**src/hw/rtl/jaa_pkg.sv**
```systemverilog
`timescale 1ns / 1ps
// ----------------------------------------------------------------------------
// Joystick axis autorange package
// Shared widths, register indexes, axis codes and the result saturation
// function for the joystick axis autorange unit.
// ----------------------------------------------------------------------------
package jaa_pkg;

   localparam int AXIS_BITS    = 2;
   localparam int LEVEL_BITS   = 16;
   localparam int Q_BITS       = 16;
   localparam int K_SHIFT      = 15;
   localparam int CSR_IDX_BITS = 2;

   typedef logic [AXIS_BITS-1:0] axis_type;

   localparam axis_type AXIS_X        = 2'd0;
   localparam axis_type AXIS_Y        = 2'd1;
   localparam axis_type AXIS_Z        = 2'd2;
   localparam axis_type AXIS_THROTTLE = 2'd3;

   localparam int THROTTLE_AXIS = 3;

   localparam logic [CSR_IDX_BITS-1:0] CSR_CENTER_X       = 2'd0;
   localparam logic [CSR_IDX_BITS-1:0] CSR_CENTER_Y       = 2'd1;
   localparam logic [CSR_IDX_BITS-1:0] CSR_CENTER_Z       = 2'd2;
   localparam logic [CSR_IDX_BITS-1:0] CSR_THROTTLE_START = 2'd3;

   localparam logic signed [LEVEL_BITS-1:0] POS_LEVEL = 16'sh7FFF;
   localparam logic signed [LEVEL_BITS-1:0] NEG_LEVEL = 16'sh8000;

   typedef struct packed {
      logic neg;
      logic force_zero;
      logic force_full;
   } leg_flags_type;

   // Turns the unsigned quotient magnitude into the saturated signed level.
   function automatic logic signed [LEVEL_BITS-1:0] leg_level(
      input logic [Q_BITS-1:0] q,
      input leg_flags_type     f
   );
      logic signed [LEVEL_BITS-1:0] r;
      if (f.force_zero) begin
         r = '0;
      end else if (f.force_full) begin
         r = f.neg ? NEG_LEVEL : POS_LEVEL;
      end else if (!f.neg) begin
         r = q[Q_BITS-1] ? POS_LEVEL : $signed(LEVEL_BITS'(q));
      end else begin
         r = q[Q_BITS-1] ? NEG_LEVEL : $signed(LEVEL_BITS'(~q + 1'b1));
      end
      return r;
   endfunction

endpackage

```
**src/hw/rtl/jaa_if.sv**
```systemverilog
`timescale 1ns / 1ps
// ----------------------------------------------------------------------------
// Joystick axis autorange channels
// Valid/ready channel interfaces for the sample requests and the results.
// ----------------------------------------------------------------------------
interface jaa_req_if #(
   parameter int SAMPLE_BITS = 16
);
   logic                          valid;
   logic                          ready;
   logic [1:0]                    axis;
   logic signed [SAMPLE_BITS-1:0] sample;

   modport source (output valid, axis, sample, input ready);
   modport sink (input valid, axis, sample, output ready);
endinterface

interface jaa_rsp_if;
   logic               valid;
   logic               ready;
   logic [1:0]         axis_out;
   logic signed [15:0] level;

   modport source (output valid, axis_out, level, input ready);
   modport sink (input valid, axis_out, level, output ready);
endinterface

```
**src/hw/rtl/jaa_front.sv**
```systemverilog
`timescale 1ns / 1ps
// ----------------------------------------------------------------------------
// Joystick axis autorange front end
// Holds the centre registers and per-axis extremes, updates the extremes for a
// request and prepares the dividend, divisor and flags of the scaling leg.
// ----------------------------------------------------------------------------
module jaa_front #(
   parameter int NUM_AXES    = 4,
   parameter int SAMPLE_BITS = 16,
   localparam int XW         = SAMPLE_BITS + 2,
   localparam int NW         = XW + jaa_pkg::K_SHIFT
) (
   input  logic                                clock,
   input  logic                                reset,
   input  logic                                csr_we,
   input  logic [jaa_pkg::CSR_IDX_BITS-1:0]    csr_index,
   input  logic [SAMPLE_BITS-1:0]              csr_data,
   input  logic                                start,
   input  jaa_pkg::axis_type                   axis,
   input  logic signed [SAMPLE_BITS-1:0]       sample,
   output logic                                done,
   output logic [NW-1:0]                       numer,
   output logic [XW-1:0]                       divisor,
   output jaa_pkg::leg_flags_type              flags
);
   import jaa_pkg::*;

   localparam int AW = (NUM_AXES > 1) ? $clog2(NUM_AXES) : 1;
   localparam logic [AW-1:0] T_IDX = AW'(THROTTLE_AXIS);

   typedef enum logic [5:0] {
      F_IDLE = 6'b000001,
      F_EXT  = 6'b000010,
      F_HALF = 6'b000100,
      F_SIGN = 6'b001000,
      F_MAG  = 6'b010000,
      F_NUM  = 6'b100000
   } front_state_type;

   front_state_type state_ff, state_in;

   logic signed [SAMPLE_BITS-1:0] center_ff [3];
   logic signed [SAMPLE_BITS-1:0] center_in [3];
   logic signed [XW-1:0]          lo_ff [NUM_AXES];
   logic signed [XW-1:0]          lo_in [NUM_AXES];
   logic signed [XW-1:0]          hi_ff [NUM_AXES];
   logic signed [XW-1:0]          hi_in [NUM_AXES];

   axis_type                      axis_ff, axis_in;
   logic signed [SAMPLE_BITS-1:0] sample_ff, sample_in;
   logic signed [XW-1:0]          v_ff, v_in;
   logic signed [XW-1:0]          lo_s_ff, lo_s_in;
   logic signed [XW-1:0]          hi_s_ff, hi_s_in;
   logic signed [XW-1:0]          half_ff, half_in;
   logic signed [XW-1:0]          vlo_ff, vlo_in;
   logic signed [XW-1:0]          val_ff, val_in;
   logic signed [XW-1:0]          div_ff, div_in;
   logic [XW-1:0]                 mag_ff, mag_in;
   logic [NW-1:0]                 numer_ff, numer_in;
   logic                          thr_ff, thr_in;
   logic                          rng_ff, rng_in;
   logic                          neg_ff, neg_in;
   logic                          zero_ff, zero_in;
   logic                          full_ff, full_in;
   logic                          done_ff, done_in;

   logic signed [SAMPLE_BITS-1:0] cen;
   logic signed [XW-1:0]          v_new;
   logic signed [XW-1:0]          cur_lo;
   logic signed [XW-1:0]          cur_hi;
   logic signed [XW-1:0]          new_lo;
   logic signed [XW-1:0]          new_hi;
   logic [AW-1:0]                 idx;
   logic                          in_rng;
   logic                          is_thr;

   always_comb begin
      case (axis_ff)
         AXIS_Y:  cen = center_ff[1];
         AXIS_Z:  cen = center_ff[2];
         default: cen = center_ff[0];
      endcase
      is_thr = (axis_ff == AXIS_THROTTLE);
      in_rng = (int'(axis_ff) < NUM_AXES);
      idx    = AW'(axis_ff);
      cur_lo = lo_ff[idx];
      cur_hi = hi_ff[idx];
      v_new  = is_thr ? XW'(sample_ff) : XW'(sample_ff) - XW'(cen);
      new_lo = (v_new < cur_lo) ? v_new : cur_lo;
      new_hi = (v_new > cur_hi) ? v_new : cur_hi;
   end

   always_comb begin
      state_in  = state_ff;
      center_in = center_ff;
      lo_in     = lo_ff;
      hi_in     = hi_ff;
      axis_in   = axis_ff;
      sample_in = sample_ff;
      v_in      = v_ff;
      lo_s_in   = lo_s_ff;
      hi_s_in   = hi_s_ff;
      half_in   = half_ff;
      vlo_in    = vlo_ff;
      val_in    = val_ff;
      div_in    = div_ff;
      mag_in    = mag_ff;
      numer_in  = numer_ff;
      thr_in    = thr_ff;
      rng_in    = rng_ff;
      neg_in    = neg_ff;
      zero_in   = zero_ff;
      full_in   = full_ff;
      done_in   = 1'b0;

      if (csr_we) begin
         unique case (csr_index)
            CSR_CENTER_X: center_in[0] = $signed(csr_data);
            CSR_CENTER_Y: center_in[1] = $signed(csr_data);
            CSR_CENTER_Z: center_in[2] = $signed(csr_data);
            CSR_THROTTLE_START: begin
               if (NUM_AXES > THROTTLE_AXIS) begin
                  lo_in[T_IDX] = XW'($signed(csr_data));
                  hi_in[T_IDX] = XW'($signed(csr_data));
               end
            end
            default: ;
         endcase
      end

      unique case (state_ff)
         F_IDLE: begin
            if (start) begin
               axis_in   = axis;
               sample_in = sample;
               state_in  = F_EXT;
            end
         end
         F_EXT: begin
            if (in_rng) begin
               lo_in[idx] = new_lo;
               hi_in[idx] = new_hi;
            end
            v_in     = v_new;
            lo_s_in  = new_lo;
            hi_s_in  = new_hi;
            thr_in   = is_thr;
            rng_in   = in_rng;
            state_in = F_HALF;
         end
         F_HALF: begin
            half_in  = (hi_s_ff - lo_s_ff) >>> 1;
            vlo_in   = v_ff - lo_s_ff;
            state_in = F_SIGN;
         end
         F_SIGN: begin
            val_in = thr_ff ? (vlo_ff - half_ff) : v_ff;
            if (thr_ff) begin
               div_in = half_ff;
            end else if (v_ff > 0) begin
               div_in = hi_s_ff;
            end else begin
               div_in = -lo_s_ff;
            end
            state_in = F_MAG;
         end
         F_MAG: begin
            neg_in   = val_ff[XW-1];
            mag_in   = val_ff[XW-1] ? XW'(-val_ff) : XW'(val_ff);
            zero_in  = !rng_ff || (val_ff == '0);
            full_in  = div_ff[XW-1] || (div_ff == '0);
            state_in = F_NUM;
         end
         F_NUM: begin
            numer_in = {mag_ff, {K_SHIFT{1'b0}}} - (neg_ff ? '0 : NW'(mag_ff));
            done_in  = 1'b1;
            state_in = F_IDLE;
         end
         default: state_in = F_IDLE;
      endcase
   end

   always_ff @(posedge clock) begin
      if (reset) begin
         state_ff <= F_IDLE;
         done_ff  <= 1'b0;
         for (int i = 0; i < 3; i++) begin
            center_ff[i] <= '0;
         end
         for (int i = 0; i < NUM_AXES; i++) begin
            lo_ff[i] <= '0;
            hi_ff[i] <= '0;
         end
      end else begin
         state_ff  <= state_in;
         done_ff   <= done_in;
         center_ff <= center_in;
         lo_ff     <= lo_in;
         hi_ff     <= hi_in;
      end
   end

   always_ff @(posedge clock) begin
      axis_ff   <= axis_in;
      sample_ff <= sample_in;
      v_ff      <= v_in;
      lo_s_ff   <= lo_s_in;
      hi_s_ff   <= hi_s_in;
      half_ff   <= half_in;
      vlo_ff    <= vlo_in;
      val_ff    <= val_in;
      div_ff    <= div_in;
      mag_ff    <= mag_in;
      numer_ff  <= numer_in;
      thr_ff    <= thr_in;
      rng_ff    <= rng_in;
      neg_ff    <= neg_in;
      zero_ff   <= zero_in;
      full_ff   <= full_in;
   end

   assign done             = done_ff;
   assign numer            = numer_ff;
   assign divisor          = XW'(div_ff);
   assign flags.neg        = neg_ff;
   assign flags.force_zero = zero_ff;
   assign flags.force_full = full_ff;

endmodule

```
**src/hw/rtl/jaa_serial_div.sv**
```systemverilog
`timescale 1ns / 1ps
// ----------------------------------------------------------------------------
// Joystick axis autorange bit-serial divider
// Restoring divider that shifts the dividend through one bit per cycle and
// collects one quotient bit per cycle, then saturates the signed level.
// ----------------------------------------------------------------------------
module jaa_serial_div #(
   parameter int XW  = 18,
   localparam int NW = XW + jaa_pkg::K_SHIFT
) (
   input  logic                                 clock,
   input  logic                                 reset,
   input  logic                                 start,
   input  logic [NW-1:0]                        numer,
   input  logic [XW-1:0]                        divisor,
   input  jaa_pkg::leg_flags_type               flags,
   output logic                                 done,
   output logic signed [jaa_pkg::LEVEL_BITS-1:0] level
);
   import jaa_pkg::*;

   localparam int CW = $clog2(Q_BITS);

   logic [XW:0]                   rem_ff, rem_in;
   logic [Q_BITS-1:0]             quo_ff, quo_in;
   logic [XW-1:0]                 d_ff, d_in;
   leg_flags_type                 flags_ff, flags_in;
   logic [CW-1:0]                 cnt_ff, cnt_in;
   logic                          busy_ff, busy_in;
   logic                          done_ff, done_in;
   logic signed [LEVEL_BITS-1:0]  level_ff, level_in;

   logic [XW:0]   shifted;
   logic [XW+1:0] trial;
   logic          ge;

   always_comb begin
      shifted = {rem_ff[XW-1:0], quo_ff[Q_BITS-1]};
      trial   = {1'b0, shifted} - {2'b00, d_ff};
      ge      = !trial[XW+1];

      rem_in   = rem_ff;
      quo_in   = quo_ff;
      d_in     = d_ff;
      flags_in = flags_ff;
      cnt_in   = cnt_ff;
      busy_in  = busy_ff;
      level_in = level_ff;
      done_in  = 1'b0;

      if (start) begin
         rem_in   = (XW+1)'(numer[NW-1:Q_BITS]);
         quo_in   = numer[Q_BITS-1:0];
         d_in     = divisor;
         flags_in = flags;
         cnt_in   = '0;
         busy_in  = 1'b1;
      end else if (busy_ff) begin
         rem_in = ge ? trial[XW:0] : shifted;
         quo_in = {quo_ff[Q_BITS-2:0], ge};
         cnt_in = cnt_ff + 1'b1;
         if (cnt_ff == CW'(Q_BITS - 1)) begin
            busy_in  = 1'b0;
            done_in  = 1'b1;
            level_in = leg_level({quo_ff[Q_BITS-2:0], ge}, flags_ff);
         end
      end
   end

   always_ff @(posedge clock) begin
      if (reset) begin
         busy_ff <= 1'b0;
         done_ff <= 1'b0;
      end else begin
         busy_ff <= busy_in;
         done_ff <= done_in;
      end
   end

   always_ff @(posedge clock) begin
      rem_ff   <= rem_in;
      quo_ff   <= quo_in;
      d_ff     <= d_in;
      flags_ff <= flags_in;
      cnt_ff   <= cnt_in;
      level_ff <= level_in;
   end

   assign done  = done_ff;
   assign level = level_ff;

endmodule

```
**src/hw/rtl/joystick_axis_autorange_unit.sv**
```systemverilog
`timescale 1ns / 1ps
// ----------------------------------------------------------------------------
// Joystick axis autorange unit
// Tracks the running extremes of four joystick axes and returns each sample
// as a normalised signed 16-bit level, scaled by a bit-serial divider.
// ----------------------------------------------------------------------------
//  Channel  Direction  Handshake      Payload
//  req      in         valid/ready    axis, sample
//  rsp      out        valid/ready    axis_out, level
//  csr      in         write enable   csr_index, csr_data
//
// A request is accepted only while the unit is idle, so a further request is
// taken only after the last result is loaded into the result register.
// The steps in order are range tracking and leg preparation in the front
// end, the divider load, the bit-serial division, the divider's registered
// level and the load of the result register.
// Reset is synchronous and clears the centres and all extremes to zero.
// A stalled result is held in the output register; the unit finishes the
// request already taken and then waits for that register to drain.
// ----------------------------------------------------------------------------
module joystick_axis_autorange_unit #(
   parameter int NUM_AXES    = 4,
   parameter int SAMPLE_BITS = 16
) (
   input  logic                             clock,
   input  logic                             reset,
   input  logic                             csr_we,
   input  logic [jaa_pkg::CSR_IDX_BITS-1:0] csr_index,
   input  logic [SAMPLE_BITS-1:0]           csr_data,
   jaa_req_if.sink                          req,
   jaa_rsp_if.source                        rsp
);
   import jaa_pkg::*;

   localparam int XW = SAMPLE_BITS + 2;
   localparam int NW = XW + K_SHIFT;

   typedef enum logic [3:0] {
      ST_IDLE  = 4'b0001,
      ST_FRONT = 4'b0010,
      ST_DIV   = 4'b0100,
      ST_OUT   = 4'b1000
   } unit_state_type;

   unit_state_type state_ff, state_in;

   axis_type                     axis_ff, axis_in;
   logic                         rsp_valid_ff, rsp_valid_in;
   axis_type                     rsp_axis_ff, rsp_axis_in;
   logic signed [LEVEL_BITS-1:0] rsp_level_ff, rsp_level_in;

   logic                         accept;
   logic                         front_done;
   logic [NW-1:0]                numer;
   logic [XW-1:0]                divisor;
   leg_flags_type                flags;
   logic                         div_done;
   logic signed [LEVEL_BITS-1:0] div_level;

   assign req.ready = (state_ff == ST_IDLE);
   assign accept    = req.valid && req.ready;

   jaa_front #(
      .NUM_AXES    (NUM_AXES),
      .SAMPLE_BITS (SAMPLE_BITS)
   ) u_front (
      .clock     (clock),
      .reset     (reset),
      .csr_we    (csr_we),
      .csr_index (csr_index),
      .csr_data  (csr_data),
      .start     (accept),
      .axis      (req.axis),
      .sample    (req.sample),
      .done      (front_done),
      .numer     (numer),
      .divisor   (divisor),
      .flags     (flags)
   );

   jaa_serial_div #(
      .XW (XW)
   ) u_div (
      .clock   (clock),
      .reset   (reset),
      .start   (front_done),
      .numer   (numer),
      .divisor (divisor),
      .flags   (flags),
      .done    (div_done),
      .level   (div_level)
   );

   always_comb begin
      state_in     = state_ff;
      axis_in      = axis_ff;
      rsp_valid_in = rsp_valid_ff;
      rsp_axis_in  = rsp_axis_ff;
      rsp_level_in = rsp_level_ff;

      if (rsp_valid_ff && rsp.ready) begin
         rsp_valid_in = 1'b0;
      end

      unique case (state_ff)
         ST_IDLE: begin
            if (accept) begin
               axis_in  = req.axis;
               state_in = ST_FRONT;
            end
         end
         ST_FRONT: begin
            if (front_done) begin
               state_in = ST_DIV;
            end
         end
         ST_DIV: begin
            if (div_done) begin
               state_in = ST_OUT;
            end
         end
         ST_OUT: begin
            if (!rsp_valid_ff || rsp.ready) begin
               rsp_valid_in = 1'b1;
               rsp_axis_in  = axis_ff;
               rsp_level_in = div_level;
               state_in     = ST_IDLE;
            end
         end
         default: state_in = ST_IDLE;
      endcase
   end

   always_ff @(posedge clock) begin
      if (reset) begin
         state_ff     <= ST_IDLE;
         rsp_valid_ff <= 1'b0;
      end else begin
         state_ff     <= state_in;
         rsp_valid_ff <= rsp_valid_in;
      end
   end

   always_ff @(posedge clock) begin
      axis_ff      <= axis_in;
      rsp_axis_ff  <= rsp_axis_in;
      rsp_level_ff <= rsp_level_in;
   end

   assign rsp.valid    = rsp_valid_ff;
   assign rsp.axis_out = rsp_axis_ff;
   assign rsp.level    = rsp_level_ff;

endmodule

```
**src/flat_wrapper.sv**
```systemverilog
// flat-port wrapper written by rule: the top's interface ports become plain ports
module joystick_axis_autorange_unit_flat import jaa_pkg::*;
#(
   parameter int NUM_AXES    = 4,
   parameter int SAMPLE_BITS = 16
)
  (clock, reset, csr_we, csr_index, csr_data, req_valid, req_axis, req_sample, req_ready, rsp_valid, rsp_axis_out, rsp_level, rsp_ready);
  jaa_req_if #(.SAMPLE_BITS(SAMPLE_BITS)) req_i ();
  jaa_rsp_if rsp_i ();
  input  logic clock;
  input  logic reset;
  input  logic csr_we;
  input  logic [jaa_pkg::CSR_IDX_BITS-1:0] csr_index;
  input  logic [SAMPLE_BITS-1:0] csr_data;
  input wire logic [$bits(req_i.valid)-1:0] req_valid;
  input wire logic [$bits(req_i.axis)-1:0] req_axis;
  input wire logic [$bits(req_i.sample)-1:0] req_sample;
  output wire logic [$bits(req_i.ready)-1:0] req_ready;
  output wire logic [$bits(rsp_i.valid)-1:0] rsp_valid;
  output wire logic [$bits(rsp_i.axis_out)-1:0] rsp_axis_out;
  output wire logic [$bits(rsp_i.level)-1:0] rsp_level;
  input wire logic [$bits(rsp_i.ready)-1:0] rsp_ready;
  assign req_i.valid = req_valid;
  assign req_i.axis = req_axis;
  assign req_i.sample = req_sample;
  assign req_ready = req_i.ready;
  assign rsp_valid = rsp_i.valid;
  assign rsp_axis_out = rsp_i.axis_out;
  assign rsp_level = rsp_i.level;
  assign rsp_i.ready = rsp_ready;
  joystick_axis_autorange_unit #(.NUM_AXES(NUM_AXES), .SAMPLE_BITS(SAMPLE_BITS)) u_core (.clock(clock), .reset(reset), .csr_we(csr_we), .csr_index(csr_index), .csr_data(csr_data), .req(req_i), .rsp(rsp_i));
endmodule
```
**config.mk**
```make
export PLATFORM = sky130hd
export DESIGN_NAME = joystick_axis_autorange_unit_flat
export DESIGN_NICKNAME = d
export VERILOG_FILES = /design/src/hw/rtl/jaa_pkg.sv /design/src/hw/rtl/jaa_if.sv /design/src/hw/rtl/jaa_front.sv /design/src/hw/rtl/jaa_serial_div.sv /design/src/hw/rtl/joystick_axis_autorange_unit.sv /design/src/flat_wrapper.sv
export SDC_FILE = /design/constraint.sdc
export NUM_CORES = 1
export LEC_CHECK = 0
export BUFFER_PORTS_ARGS = -buffer_cell sky130_fd_sc_hd__buf_2
export CORE_MARGIN = 5
export CORE_UTILIZATION = 50
export CTS_CLUSTER_DIAMETER = 40
export CTS_CLUSTER_SIZE = 16
export DETAILED_ROUTE_END_ITERATION = 8
export PLACE_DENSITY = 0.71
export SYNTH_ARGS = -nofsm -noshare
export SYNTH_HDL_FRONTEND = slang
export SYNTH_SLANG_ARGS = --single-unit
```
**constraint.sdc**
```tcl
create_clock -name clock -period 8.5 [get_ports clock]
set_input_delay 1.7 -clock clock [delete_from_list [all_inputs] [get_ports clock]]
set_output_delay 1.7 -clock clock [all_outputs]
set_load 0.005 [all_outputs]
```
Yosys cells after proc, flatten, opt, wreduce, memory -nomap -nowiden:

Cells that the tools add are included.

* add/subtract/negate cells: 10
* muxes and demuxes: 50
* reductions and logical operators: 20
* equal/unequal tests: 22
* bitwise gates (word level): 4
* magnitude comparators: 5

Operator list (number)
* two-way mux 18 bit: 19
* bitwise mux 72 bit: 2
* two-way mux 16 bit: 6
* binary-select mux 18 bit (select 2 bit): 2
* two-way mux 17 bit: 3
* demux 18 bit (select 2 bit): 1
* logical NOT 18 bit: 2
* negator 18 bit: 2
* subtractor 18 bit: 2
* subtractor 33 x 18 -> 33 bit: 1
* case mux 16 bit (2 select lines): 1
* case mux 6 bit (5 select lines): 1
* subtractor 19 x 18 -> 20 bit: 1
* greater-than comparator 18 x 1 -> 1 bit, second input constant: 1
* greater-than comparator 18 bit: 1
* less-than comparator 18 bit: 1
* subtractor 18 x 17 -> 18 bit: 1
* subtractor 16 x 16 -> 17 bit: 1
* adder 16 x 1 -> 16 bit, second input constant: 1
* two-way mux 4 bit: 4
* inverter 16 bit: 1
* case mux 4 bit (4 select lines): 1
* two-way mux 15 bit: 1
* AND reduction 2 bit: 6
* other kinds (29): 49

* logic and storage cells: 156
* bits in registers: 499
* input port bits: 41

Longest topological paths before layout:

* depth after elaboration: 8
* depth in mapped cells: 28
* gate-level depth less buffers: 22

Modules after synthesis:

From an unflattened synthesis, not the netlist that was laid out.

* cells, all modules: 2557
* area, all modules: 26106.3 sq um

Modules (own cells, without submodules)
* jaa_front: area each 20863.8 sq um, instances 1, cells each 2101
* jaa_serial_div: area each 4365.4 sq um, instances 1, cells each 402
* joystick_axis_autorange_unit: area each 877.1 sq um, instances 1, cells each 54

Worst setup path before layout:

OpenSTA, ideal clock, no wires.

* path type: reg2reg
* from: register u_core.u_front.state_ff[3]
* to: register u_core.u_front.hi_ff[10] in the netlist's numbering
* path slack: 2.152 ns
* cell stages (with the launch flop): 9
* data arrival time: 6.206 ns
* path through: dfxtp_1 > nor2_1 > nand3b_1 > nor3_1 > inv_1 > nor2_1 > clkbuf_1 > clkbuf_1 > a31oi_1

* longest elaborated chain between the ends: 2

Ends and longest elaborated chain
* start: declaration: RTL line jaa_front.sv:40 `front_state_type state_ff, state_in;`
* start signal: assignment: RTL line jaa_front.sv:195 `state_ff <= state_in;`
* == test 6 x 2 -> 1 bit: RTL line jaa_front.sv:131 `unique case (state_ff)`
* two-way mux 18 bit: RTL line jaa_front.sv:131
* end signal: assignment: RTL line jaa_front.sv:199 `hi_ff <= hi_in;`
* end: declaration: RTL line jaa_front.sv:46 `logic signed [XW-1:0] hi_ff [NUM_AXES];`

Every way passes these cells.
A chain may end at the register's enable or synchronous reset.

Worst setup path in the final report:

* from: register u_core.u_front.axis_ff[1]
* to: register u_core.u_front.lo_s_ff[4], data pin

* longest elaborated chain between the ends: 6
* elaborated cells on any way between the ends: 12
* those cells by class: add/sub (1); order compare (1); eq/ne (3); mux (6); bitwise (1)

Ends and longest elaborated chain
* start: declaration: RTL line jaa_front.sv:49 `axis_type axis_ff, axis_in;`
* start signal: assignment: RTL line jaa_front.sv:204 `axis_ff <= axis_in;`
* == test 2 bit or == test 2 x 1 -> 1 bit (tied branches): RTL line jaa_front.sv:78 `case (axis_ff)`
* case mux 16 bit (2 select lines): RTL line jaa_front.sv:78
* subtractor 16 x 16 -> 17 bit: RTL line jaa_front.sv:88 `v_new = is_thr ? XW'(sample_ff) : XW'(sample_ff) - XW'(cen);`
* two-way mux 18 bit *: RTL line jaa_front.sv:88
* named net u_core.u_front.v_new[8]: RTL line jaa_front.sv:68 `logic signed [XW-1:0] v_new;`
* less-than comparator 18 bit *: RTL line jaa_front.sv:89 `new_lo = (v_new < cur_lo) ? v_new : cur_lo;`
* two-way mux 18 bit *: RTL line jaa_front.sv:89
* named net u_core.u_front.new_lo[4]: RTL line jaa_front.sv:71 `logic signed [XW-1:0] new_lo;`
* end signal: assignment: RTL line jaa_front.sv:207 `lo_s_ff <= lo_s_in;`
* end: declaration: RTL line jaa_front.sv:52 `logic signed [XW-1:0] lo_s_ff, lo_s_in;`

Mark *: on every way through the listed nets, which the timed path passes. The rest lies on a longest branch. The select of a mux whose other input is x is not followed.

==> out/metrics.yaml <==
synth_top_area_cell: "edfxtp_1"
drt_iter0_drc: 1788
cts_resized: 0
post_drt_wl_per_cell_microns: 20.32
first_pass_iters: 6
synth_seq_cells: 498
areaGrowthSynthToFinish_pct: 12.82
grt_pass1_wl_microns: 111900
grt_start_max_net_pins: 147
critPathMaxFanout: 32
fin_crit_sh: 0.9267
cts_sinks: 498
rows: 85
synth.most_common_cell: "nand2_1"
power_mw: 7.210
hold_viol: 0
fillers: 4496
hold_class: "reg2reg"
fmax_mhz: 126.9
syn_avg_cell_area_sq_um: 10.09
tightestPinTransition_ns: 1.268
fp.dieH_microns: 242.0
initial_core_util: 0.5020
cts_tree: "done"
grt_pass1_vias: 20770
drt_wl_total_microns: 70210
nets: 2875
criticalPathCategory: "reg2reg"
ys_seq_area_frac: 0.4773
ir_drop_mv: 0.2156
die_w_microns: 242.0
cap_viol_max_count: 0
synth.area.top_cells: "edfxtp_1 32%, dfxtp_1 16%, ha_1 6.0%"
synthFlopType: "edfxtp_1"
grt_setup_unrepaired: "no"
synth_edf_count: 287
synth_warnings: 0
antenna_found_initial: 0
drc: 0
synthArstFlopShare: 0
drive_above_1_share: 0.1319
numCtsBuffers: 73
pin_count: 61
finalSetupViolCount: 0
yosys-top-cells-count: "296 x nand2_1, 287 x edfxtp_1, 234 x nor2_1"
netlist-cell-type-count: 81
crit_arrival_ns: 8.21
slowest_stage: "ha_1"
powerDensity_nw_per_um2: 237.5
crit_path_end_kind: "flop"
post_cts_buffers: 0
cts_hold_buf: 0
start_kind: "flop"
path_clk_slew_ns: 0.06
outcome: "finished clean"
relSlewSlack: 0.1515
grt_usage: 0.2328
tns_ns: 0
worstPathRequired_ns: 8.84
netlist.area_leader.share: 0.3203
dp_hpwl_microns: 49740
postSynthCellCount: 2668
ant_nets: 0
clk_latency_ns: 0.62
dieArea_sq_um: 58560
routabilityCongestion: 0.9327
htree_levels: 3
path_cells: "inv_1 -> ha_1 -> nor2_1 -> a21oi_1 -> ha_1 -> inv_1 -> fa_1 -> a211oi_1 -> o211ai_1 -> a31oi_1 -> xor2_1 -> o21ai_0 -> ha_1 -> nand4_1 -> a2111oi_0 -> a221oi_1 -> o21ai_1 -> a41oi_2 -> o21a_1 -> buf_4 -> mux2i_1 -> inv_1"
core_area_sq_um: 53600
cts_buffer_depth: 3
port_buffers: 60
vias_per_cell: 6.103
syn_nets: 2844
vias: 21090
leakage_nw: 11.09
fin_worst_skew_ns: 0.03261
overflow: 0
root_buffer: "clkbuf_16"
synth_area_sq_um: 26910
cpPeakStageDelay_ns: 0.86
timing.final.max_slew_violations: 0
antenna_cells: 0
period_minus_slack_ns: 7.877
==> layout make-up <==
class	instances	area [sq um]	area share
Sequential cell	498	12840	0.4231
Inverter	158	593.1	0.01954
Timing Repair Buffer	98	591.8	0.01949
Clock buffer	80	1894	0.06240
Clock inverter	55	634.4	0.02090
Multi-Input combinational cell	1870	12930	0.4259
Tap cell	696	870.8	0.02869
==> stage by stage <==
| step | hold WS, ns | util | instances | cell area, sq um | setup slack [ns] |
|---|---|---|---|---|---|
| finish | 0.4184 | 0.5664 | 3455 | 30360 | 0.6227 |
| global route | 0.4252 | 0.5664 | 3455 | 30360 | 0.1968 |
| CTS | 0.4159 | 0.5664 | 3455 | 30360 | 0.7943 |
| detailed placement | 0.4057 | 0.5192 | 3320 | 27830 | 0.8854 |
| global placement | 0.4012 | 0.5192 | 3320 | 27830 | 0.8877 |
| floorplan | 0.4003 | - | 2668 | 26910 | 2.152 |
==> logic make-up (layout without fill, tap and decap cells) <==
kind of cell             count (synthesis)  in the layout  share of synthesized area
buffers and inverters                  300            391                    0.04385
AO/OA/AOI/OAI                          665            665                     0.1720
multiplexers                           106            106                    0.05715
flip-flops                             498            498                     0.4773
XOR/XNOR                               123            123                    0.04004
AND/OR/NAND/NOR                        841            841                     0.1455
adder cells (fa/ha/maj)                135            135                    0.06417
==> report_power, final <==
group	internal, mW	total (mW)	leakage (nW)	switching, mW
Combinational	0.487	1.47	5.54	0.987
Clock	1.81	3.05	1.23	1.24
Sequential	2.64	2.69	4.31	0.0442
==> per-layer routing <==
metal	global-route usage	up-vias	wire, microns
met2	0.4064	787	34810
met5	0	-	0
li1	-	9937	-
met1	0.2861	10170	27970
met3	0.03806	191	4158
met4	0.1015	0	3277
==> placed cells by master, fill, tap and decap left out, types with 17 or more instances in the layout <==
cell type / n
or2_2: 17
nand2_1: 296
buf_4: 38
nand3_1: 44
o31ai_1: 21
nor3_1: 51
xnor2_1: 93
clkbuf_16: 74
o21ai_0: 80
ha_1: 130
xor2_1: 30
o21bai_1: 20
nand3b_1: 23
mux4_2: 34
mux2_2: 37
dfxtp_1: 210
a31oi_1: 61
buf_2: 59
a211oi_1: 77
a21oi_1: 172
edfxtp_1: 287
inv_1: 156
nor4_1: 24
nand4_1: 34
o21a_1: 22
nor2_1: 232
a21o_1: 32
a311oi_1: 31
nor2b_1: 24
o211ai_1: 18
mux2i_1: 34
==> registers in the layout, summed over array words and instances (netlist names), 17 cells and up <==
name                      cells
u_core.u_front.numer         33
u_core.u_front.half_ff       17
u_core.u_front.hi_ff         72
u_core.u_front.lo_ff         72
u_core.u_front.lo_s_ff       18
u_core.u_front.vlo_ff        18
u_core.u_div.rem_ff          18
u_core.u_front.v_ff          17
u_core.u_front.val_ff        18
u_core.u_front.center_ff     48
u_core.u_front.mag_ff        18
u_core.u_front.divisor       18
u_core.u_front.hi_s_ff       18
u_core.u_div.d_ff            18
==> critical path: cells and delay by family, from the launching register on <==
family | cells | cell delay, ns
flip-flops | 1 | 0.82
AO/OA/AOI/OAI | 10 | 3.32
multiplexers | 1 | 0.51
AND/OR/NAND/NOR | 2 | 0.20
buffers and inverters | 4 | 0.76
XOR/XNOR | 1 | 0.09
adder cells (fa/ha/maj) | 4 | 1.86
==> worst paths after layout <==
| check | from | end | slack (ns) | depth (start not counted) |
|---|---|---|---|---|
| setup / recovery | u_core.u_front.axis_ff[1] | u_core.u_front.lo_s_ff[4] | 0.62 | 22 |
| hold / removal | u_core.axis_ff[1] | u_core.rsp.axis_out[1] | 0.42 | 0 |
| setup reg to reg | u_core.u_front.axis_ff[1] | u_core.u_front.lo_s_ff[4] | 0.62 | 22 |
| hold reg to reg | u_core.axis_ff[1] | u_core.rsp.axis_out[1] | 0.42 | 0 |
Note: power is estimated with default switching activity, not from simulation.
